[config.mk]
export PLATFORM = sky130hd
export DESIGN_NAME = arcade_board_irq_and_io_glue
export DESIGN_NICKNAME = d
export VERILOG_FILES = /design/src/hdl/abiog_pkg.sv /design/src/hdl/arcade_board_irq_and_io_glue.sv
export SDC_FILE = /design/constraint.sdc
export NUM_CORES = 1
export LEC_CHECK = 0
export ABC_AREA = 1
export CORE_MARGIN = 1
export CORE_UTILIZATION = 35
export CTS_CLUSTER_SIZE = 30
export DETAILED_ROUTE_END_ITERATION = 6
export DONT_BUFFER_PORTS = 1
export SETUP_SLACK_MARGIN = 0.4
export SLEW_MARGIN = 20
export SYNTH_ARGS = -nofsm -noshare
export SYNTH_HDL_FRONTEND = slang
export SYNTH_SLANG_ARGS = --single-unit
[constraint.sdc]
create_clock -name clk -period 2.6 [get_ports clk]
set_clock_uncertainty 0.1 [all_clocks]
set_input_delay 0.78 -clock clk [delete_from_list [all_inputs] [get_ports clk]]
set_output_delay 0.78 -clock clk [all_outputs]
set_load 0.005 [all_outputs]
[src/hdl/abiog_pkg.sv]
// shared types and constants for the arcade board interrupt and i/o glue
// used by the top level and by its port checker; no dependencies

package abiog_pkg;

  // command codes on the input channel
  localparam logic [2:0] CMD_READ        = 3'd0;
  localparam logic [2:0] CMD_WRITE       = 3'd1;
  localparam logic [2:0] CMD_FRAME_START = 3'd2;
  localparam logic [2:0] CMD_VBLANK      = 3'd3;
  localparam logic [2:0] CMD_SOUND_LINE  = 3'd4;

  // sound strobe codes
  localparam logic [1:0] SS_NONE   = 2'd0;
  localparam logic [1:0] SS_SELECT = 2'd1;
  localparam logic [1:0] SS_WRITE  = 2'd2;

  // video strobe codes
  localparam logic [2:0] VS_NONE   = 3'd0;
  localparam logic [2:0] VS_TILE0  = 3'd1;
  localparam logic [2:0] VS_TILE1  = 3'd2;
  localparam logic [2:0] VS_TILE2  = 3'd3;
  localparam logic [2:0] VS_XOFS   = 3'd4;
  localparam logic [2:0] VS_YOFS   = 3'd5;
  localparam logic [2:0] VS_SPRITE = 3'd6;

  // bus map
  localparam logic [23:0] ADDR_STATUS_A = 24'h1C0000;
  localparam logic [23:0] ADDR_STATUS_B = 24'h300000;
  localparam logic [23:0] ADDR_SPRITE_A = 24'h1C0008;
  localparam logic [23:0] ADDR_SPRITE_B = 24'h300008;
  localparam logic [23:0] ADDR_TILE     = 24'h140000;
  localparam logic [23:0] ADDR_SOUND    = 24'h240000;
  localparam logic [23:0] ADDR_PORT0    = 24'h280000;
  localparam logic [23:0] ADDR_PORT1    = 24'h280002;
  localparam logic [23:0] ADDR_CONTROL  = 24'h28000A;

  // port merge masks
  localparam logic [15:0] PORT0_MASK = 16'h5FFF;
  localparam logic [15:0] PORT1_MASK = 16'hEFFF;

  // status window offsets
  localparam logic [2:0] OFS_XOFS = 3'd0;
  localparam logic [2:0] OFS_YOFS = 3'd2;

endpackage

[src/hdl/arcade_board_irq_and_io_glue.sv]
// board glue for a 68000 bus: interrupt flags, status windows, input ports,
// sound and video strobes, hopper and eeprom latches
// depends on abiog_pkg

// an accepted word's result is loaded into the output register in the next cycle
// throughput: one word per cycle; in_ready stays high while the output register
//   is empty or being drained, so bursts run back to back
// reset (rst, synchronous, active high): interrupt flags released (high), vblank
//   and hopper and eeprom latches cleared, service switch off (1), output empty

module arcade_board_irq_and_io_glue (
  input  logic        clk,
  input  logic        rst,
  // configuration: service dip bit
  input  logic        cfg_write_enable,
  input  logic        cfg_write_data,
  // input channel
  input  logic        in_valid,
  output logic        in_ready,
  input  logic [2:0]  cmd,
  input  logic [23:0] address,
  input  logic        is_word,
  input  logic [15:0] write_data,
  input  logic        sound_line,
  input  logic [15:0] port_zero,
  input  logic [15:0] port_one,
  input  logic        eeprom_bit,
  // result channel
  output logic        out_valid,
  input  logic        out_ready,
  output logic [15:0] read_data,
  output logic        irq_pending,
  output logic        eeprom_clock,
  output logic        eeprom_select,
  output logic        eeprom_data_in,
  output logic        hopper_drive,
  output logic [1:0]  sound_strobe,
  output logic [7:0]  sound_byte,
  output logic [2:0]  video_strobe,
  output logic [15:0] video_value,
  output logic        sprite_swap
);

  // board state
  logic       service_switch;
  logic       video_flag_n, sound_flag_n, unknown_flag_n;
  logic       in_vblank, hopper_latch;
  logic [2:0] eeprom_lines; // bit 0 select, bit 1 clock, bit 2 data in

  logic       video_flag_n_next, sound_flag_n_next, unknown_flag_n_next;
  logic       in_vblank_next, hopper_latch_next;
  logic [2:0] eeprom_lines_next;

  // result word being built
  logic [15:0] rd;
  logic [1:0]  ss;
  logic [7:0]  sb;
  logic [2:0]  vs;
  logic        sw;

  logic        accept;
  logic        status_hit;
  logic [2:0]  ofs;
  logic [7:0]  ctl_byte;
  logic        ctl_load;

  // the output register frees itself in the same cycle it is drained
  assign in_ready = ~out_valid | out_ready;
  assign accept   = in_valid & in_ready;

  // both status windows are eight bytes and mirror each other
  assign status_hit = (address[23:3] == abiog_pkg::ADDR_STATUS_A[23:3]) ||
                      (address[23:3] == abiog_pkg::ADDR_STATUS_B[23:3]);
  assign ofs = address[2:0];

  always_comb begin
    video_flag_n_next   = video_flag_n;
    sound_flag_n_next   = sound_flag_n;
    unknown_flag_n_next = unknown_flag_n;
    in_vblank_next      = in_vblank;
    hopper_latch_next   = hopper_latch;
    eeprom_lines_next   = eeprom_lines;
    rd       = 16'h0000;
    ss       = abiog_pkg::SS_NONE;
    sb       = 8'h00;
    vs       = abiog_pkg::VS_NONE;
    sw       = 1'b0;
    ctl_byte = 8'h00;
    ctl_load = 1'b0;

    unique case (cmd)
      abiog_pkg::CMD_READ: begin
        if (status_hit) begin
          if (is_word && ofs[0]) begin
            // odd word read in the window: nothing matches
            rd = 16'h0000;
          end else if (ofs[2:1] == 2'b00) begin
            // vblank bit polarity differs between byte and word reads
            rd = {13'b0, ~(in_vblank ^ is_word), unknown_flag_n, video_flag_n};
          end else begin
            // offsets 4-5 ack video, 6-7 ack unknown; status shows the acked flags
            if (ofs[2] && !ofs[1]) video_flag_n_next = 1'b1;
            if (ofs[2] && ofs[1])  unknown_flag_n_next = 1'b1;
            rd = {14'b0, unknown_flag_n_next, video_flag_n_next};
          end
        end else if (is_word) begin
          if (address == abiog_pkg::ADDR_PORT0) begin
            rd = (port_zero & abiog_pkg::PORT0_MASK) |
                 {~hopper_latch, 1'b0, service_switch, 13'b0};
          end else if (address == abiog_pkg::ADDR_PORT1) begin
            rd = (port_one & abiog_pkg::PORT1_MASK) | {3'b0, eeprom_bit, 12'b0};
          end
        end else begin
          if (address == abiog_pkg::ADDR_PORT0) begin
            rd = {8'h00, ~hopper_latch, port_zero[14], service_switch, port_zero[12:8]};
          end else if (address == abiog_pkg::ADDR_PORT0 + 24'd1) begin
            rd = {8'h00, port_zero[7:0]};
          end else if (address == abiog_pkg::ADDR_PORT1) begin
            rd = {8'h00, port_one[15:13], eeprom_bit, port_one[11:8]};
          end else if (address == abiog_pkg::ADDR_PORT1 + 24'd1) begin
            rd = {8'h00, port_one[7:0]};
          end
        end
      end

      abiog_pkg::CMD_WRITE: begin
        if (is_word) begin
          // priority follows the bus map: tiles, scroll offsets, sprite bank, sound, control
          if (address == abiog_pkg::ADDR_TILE) begin
            vs = abiog_pkg::VS_TILE0;
          end else if (address == abiog_pkg::ADDR_TILE + 24'd2) begin
            vs = abiog_pkg::VS_TILE1;
          end else if (address == abiog_pkg::ADDR_TILE + 24'd4) begin
            vs = abiog_pkg::VS_TILE2;
          end else if (status_hit && ofs == abiog_pkg::OFS_XOFS) begin
            vs = abiog_pkg::VS_XOFS;
          end else if (status_hit && ofs == abiog_pkg::OFS_YOFS) begin
            vs = abiog_pkg::VS_YOFS;
          end else if (address == abiog_pkg::ADDR_SPRITE_A ||
                       address == abiog_pkg::ADDR_SPRITE_B) begin
            vs = abiog_pkg::VS_SPRITE;
            sw = 1'b1;
          end else if (address == abiog_pkg::ADDR_SOUND) begin
            ss = abiog_pkg::SS_SELECT;
            sb = write_data[7:0];
          end else if (address == abiog_pkg::ADDR_SOUND + 24'd2) begin
            ss = abiog_pkg::SS_WRITE;
            sb = write_data[7:0];
          end else if (address == abiog_pkg::ADDR_CONTROL) begin
            ctl_load = 1'b1;
            ctl_byte = write_data[15:8];
          end
        end else begin
          // byte writes never reach the video registers
          if (address == abiog_pkg::ADDR_SOUND + 24'd1) begin
            ss = abiog_pkg::SS_SELECT;
            sb = write_data[7:0];
          end else if (address == abiog_pkg::ADDR_SOUND + 24'd3) begin
            ss = abiog_pkg::SS_WRITE;
            sb = write_data[7:0];
          end else if (address == abiog_pkg::ADDR_CONTROL) begin
            ctl_load = 1'b1;
            ctl_byte = write_data[7:0];
          end
        end
      end

      abiog_pkg::CMD_FRAME_START: begin
        in_vblank_next = 1'b0;
      end

      abiog_pkg::CMD_VBLANK: begin
        in_vblank_next    = 1'b1;
        video_flag_n_next = 1'b0;
      end

      abiog_pkg::CMD_SOUND_LINE: begin
        sound_flag_n_next = ~sound_line;
      end

      default: begin
        // unused commands leave the state alone
      end
    endcase

    // control byte: bit 0 hopper, bits 6:4 eeprom lines
    if (ctl_load) begin
      hopper_latch_next = ctl_byte[0];
      eeprom_lines_next = ctl_byte[6:4];
    end
  end

  // state updates on each accepted word; the service switch on each configuration write
  always_ff @(posedge clk) begin
    if (rst) begin
      service_switch <= 1'b1;
      video_flag_n   <= 1'b1;
      sound_flag_n   <= 1'b1;
      unknown_flag_n <= 1'b1;
      in_vblank      <= 1'b0;
      hopper_latch   <= 1'b0;
      eeprom_lines   <= 3'b000;
    end else begin
      if (cfg_write_enable) service_switch <= cfg_write_data;
      if (accept) begin
        video_flag_n   <= video_flag_n_next;
        sound_flag_n   <= sound_flag_n_next;
        unknown_flag_n <= unknown_flag_n_next;
        in_vblank      <= in_vblank_next;
        hopper_latch   <= hopper_latch_next;
        eeprom_lines   <= eeprom_lines_next;
      end
    end
  end

  // output register control
  always_ff @(posedge clk) begin
    if (rst) begin
      out_valid <= 1'b0;
    end else if (accept) begin
      out_valid <= 1'b1;
    end else if (out_ready) begin
      out_valid <= 1'b0;
    end
  end

  // output register payload, shows the state after the word's update
  always_ff @(posedge clk) begin
    if (accept) begin
      read_data      <= rd;
      irq_pending    <= ~(video_flag_n_next & sound_flag_n_next & unknown_flag_n_next);
      eeprom_clock   <= eeprom_lines_next[1];
      eeprom_select  <= eeprom_lines_next[0];
      eeprom_data_in <= eeprom_lines_next[2];
      hopper_drive   <= hopper_latch_next;
      sound_strobe   <= ss;
      sound_byte     <= sb;
      video_strobe   <= vs;
      video_value    <= (vs != abiog_pkg::VS_NONE) ? write_data : 16'h0000;
      sprite_swap    <= sw;
    end
  end

endmodule

==> results.tsv <==
stage	metric	value	unit
sta	setup_slack	0.565	ns
sta	tightestPinTransition	0.430	ns
sta	maxSlewViolCount	0	
detailed_routing	wl_per_cell	14.8	um
clock_tree	path_clk_slew	0.07	ns
layout	final_util	40.7	%
grt	grt-ovfl-total	0	
clock_tree	clock-sinks	61	
floorplanning	core	0.0102	mm^2
critical_path	worstPathCellList	nor2_4 -> nand3_4 -> inv_4 -> nand2_1 -> nor2_2 -> nand2_2 -> inv_1 -> nor2_1 -> buf_4 -> nand2_1 -> inv_1 -> nand2_1 -> nand2_1	
place	pre_cts_ws	0.196	ns
floorplanning	die_area	0.0109	mm^2
yosys	syn_nets	547	
place	dp_hpwl	7.22	mm
place	portBuffers	0	
place	gp_congestion	0.875	
floorplanning	io_pins	137	
clock_tree	htree_levels	3	
sta	finalSetupViolCount	0	
power_and_ir_drop	p_per_area	538	mW/mm^2
grt	first_global_vias	3084	
detailed_routing	postRouteAntennaNets	0	
floorplanning	die_x	104	um
detailed_routing	viasPerCell	5.09	
floorplanning	fp-row-count	37	
layout	drive_above_1_share	19.3	%
grt	antenna_found_initial	0	
sta	min_period	2.04	ns
outcome	outcome	finished, final reports clean	
yosys	syn-instance-count	463	
critical_path	crit_fanout	6	
yosys	synth_top_area_share	41.7	%
sta	rsz0062_at_grt	no	
power_and_ir_drop	vdd_drop_max	259	uV
critical_path	critPathKind	in2reg	
hold_path	hold_path.class	reg2reg	
yosys	syn_area_per_cell	7.92	um^2
grt	grt_max_degree	24	
grt	grtUsageTotal	17.6	%
sta	period_share	78.3	%
yosys	ys_ff_latch	61	
layout	final_common_cell	nand2_1	
yosys	syn_area	0.00367	mm^2
clock_tree	cts_buffer_depth	2	
grt	grt_pass1_wl	14.9	mm
critical_path	start_kind	input port	
clock_tree	cts_made_buffers	9	
detailed_routing	vias	3138	
critical_path	cp-end-kind	flip-flop	
critical_path	cp_slowest_stage_delay	0.17	ns
detailed_routing	wirelength	9.16	mm
floorplanning	die_y	104	um
clock_tree	cts_hold_buf	0	
sta	relSlewSlack	71.3	%
critical_path	critPathArrivalTime	2.01	ns
layout	layout_common_cells	nand2_1, inv_1, edfxtp_1	
yosys	synthDistinctLibCells	39	
layout	fin_nets	560	
critical_path	critPathSlowestCell	buf_4	
clock_tree	postCtsSetupBuffers	0	
floorplanning	start_util	35.9	%
layout	area_growth	13.4	%
power_and_ir_drop	power.total	2.24	mW
power_and_ir_drop	power.leakage	1.89	nW
layout	antennaDiodeCount	0	
critical_path	path_common_cell	nand2_1	
yosys	yosys_warnings	0	
yosys	synthTopCellsByArea	edfxtp_1, nand2_1, inv_1	
clock_tree	cts_tree	built	
detailed_routing	dr.first_iter.drc_count	152	
clock_tree	root_buffer	clkbuf_8	
yosys	synth_top_area_cell	edfxtp_1	
critical_path	worst-endpoint-required	2.58	ns
detailed_routing	drt_pass1_iterations	4	
detailed_routing	drc_errors	0	
sta	fin_setup_tns	0	ns
sta	hold_viol_final	0	
sta	fmax	0.491	GHz
clock_tree	clk_latency	0.34	ns
yosys	ys_seq_area_share	47.2	%
job	cap_violations	0	
## critical path: cells and delay by family
family	cells	cell delay (ns)
AND/OR/NAND/NOR	9	0.82
buffers and inverters	4	0.43
## area by class of cell
cell class | count | area (um^2)
clock buffer | 9 | 124
fill | 1024 | 6070
tap | 136 | 170
inverter | 78 | 313
clock inverter | 7 | 100
timing repair buffer | 11 | 95.1
sequential | 61 | 1730
multi-input combinational | 315 | 1630
## cell families (layout without fill, tap and decap cells)
| kind of cell | after synthesis | in the layout | synth area share [%] |
|---|---|---|---|
| and+or+nand+nor | 250 | 250 | 32.7 |
| buffers and inverters | 87 | 105 | 9.69 |
| AOI/OAI and AO/OA | 64 | 64 | 10.2 |
| xor gates and xnor gates | 1 | 1 | 0.239 |
| DFF | 61 | 61 | 47.2 |
## repair_timing
item / CTS / global route
gates resized for setup: 0 / 1
setup endpoints to repair: 0 / 2
hold endpoints to repair: 0 / 0
## flip-flops by register name, indices dropped and copies added, names as in the netlist, 2 cells and up
name,count
video_strobe,3
video_value,16
sound_byte,8
eeprom_lines,3
sound_strobe,2
read_data,16
## metal layers
layer  part of all wire, %  wire (um)  vias to the layer above  track usage (%)
met2                    48       4350                      171             29.2
li1                      -          -                     1535                -
met1                    40       3660                     1410             19.2
met3                   9.6        879                       22             6.77
met5                     0          0                        -                0
met4                   2.9        263                        0             9.69
## synth_stat cells, drive strengths merged
cell type	n
buf	6
dfxtp	10
nand3	43
nor3	7
or2	7
xnor2	1
o211ai	2
nand3b	1
nand4	3
inv	77
clkbuf	3
edfxtp	51
nor2	56
clkinv	1
nand2	133
a21oi	32
a211oi	1
o22ai	6
o31ai	2
o21ai	17
o2111ai	4
## through the flow
| stage | hold WS (ns) | cells | cell area (um^2) |
|---|---|---|---|
| 2_1_floorplan | 0.341 | 463 | 3730 |
| 3_3_place_gp | 0.344 | 601 | 3930 |
| 3_5_place_dp | 0.364 | 601 | 3930 |
| 4_1_cts | 0.377 | 617 | 4160 |
| 5_1_grt | 0.377 | 617 | 4160 |
| 6_report | 0.378 | 617 | 4160 |
## report_power, final
group | switching (mW) | total [mW] | internal, mW
registers | 0.0274 | 1.14 | 1.11
logic | 0.104 | 0.157 | 0.0534
clock network | 0.399 | 0.943 | 0.544
total | 0.531 | 2.24 | 1.71
## final timing paths
check,from,end,slack [ns],cells after the start
worst min register to register,unknown_flag_n,unknown_flag_n,0.38,2
worst max register to register,out_valid,video_flag_n,0.97,8
worst max-delay path,address[4],read_data[0],0.56,13
worst min-delay path,unknown_flag_n,unknown_flag_n,0.38,2
(Power assumes the default switching activity.)
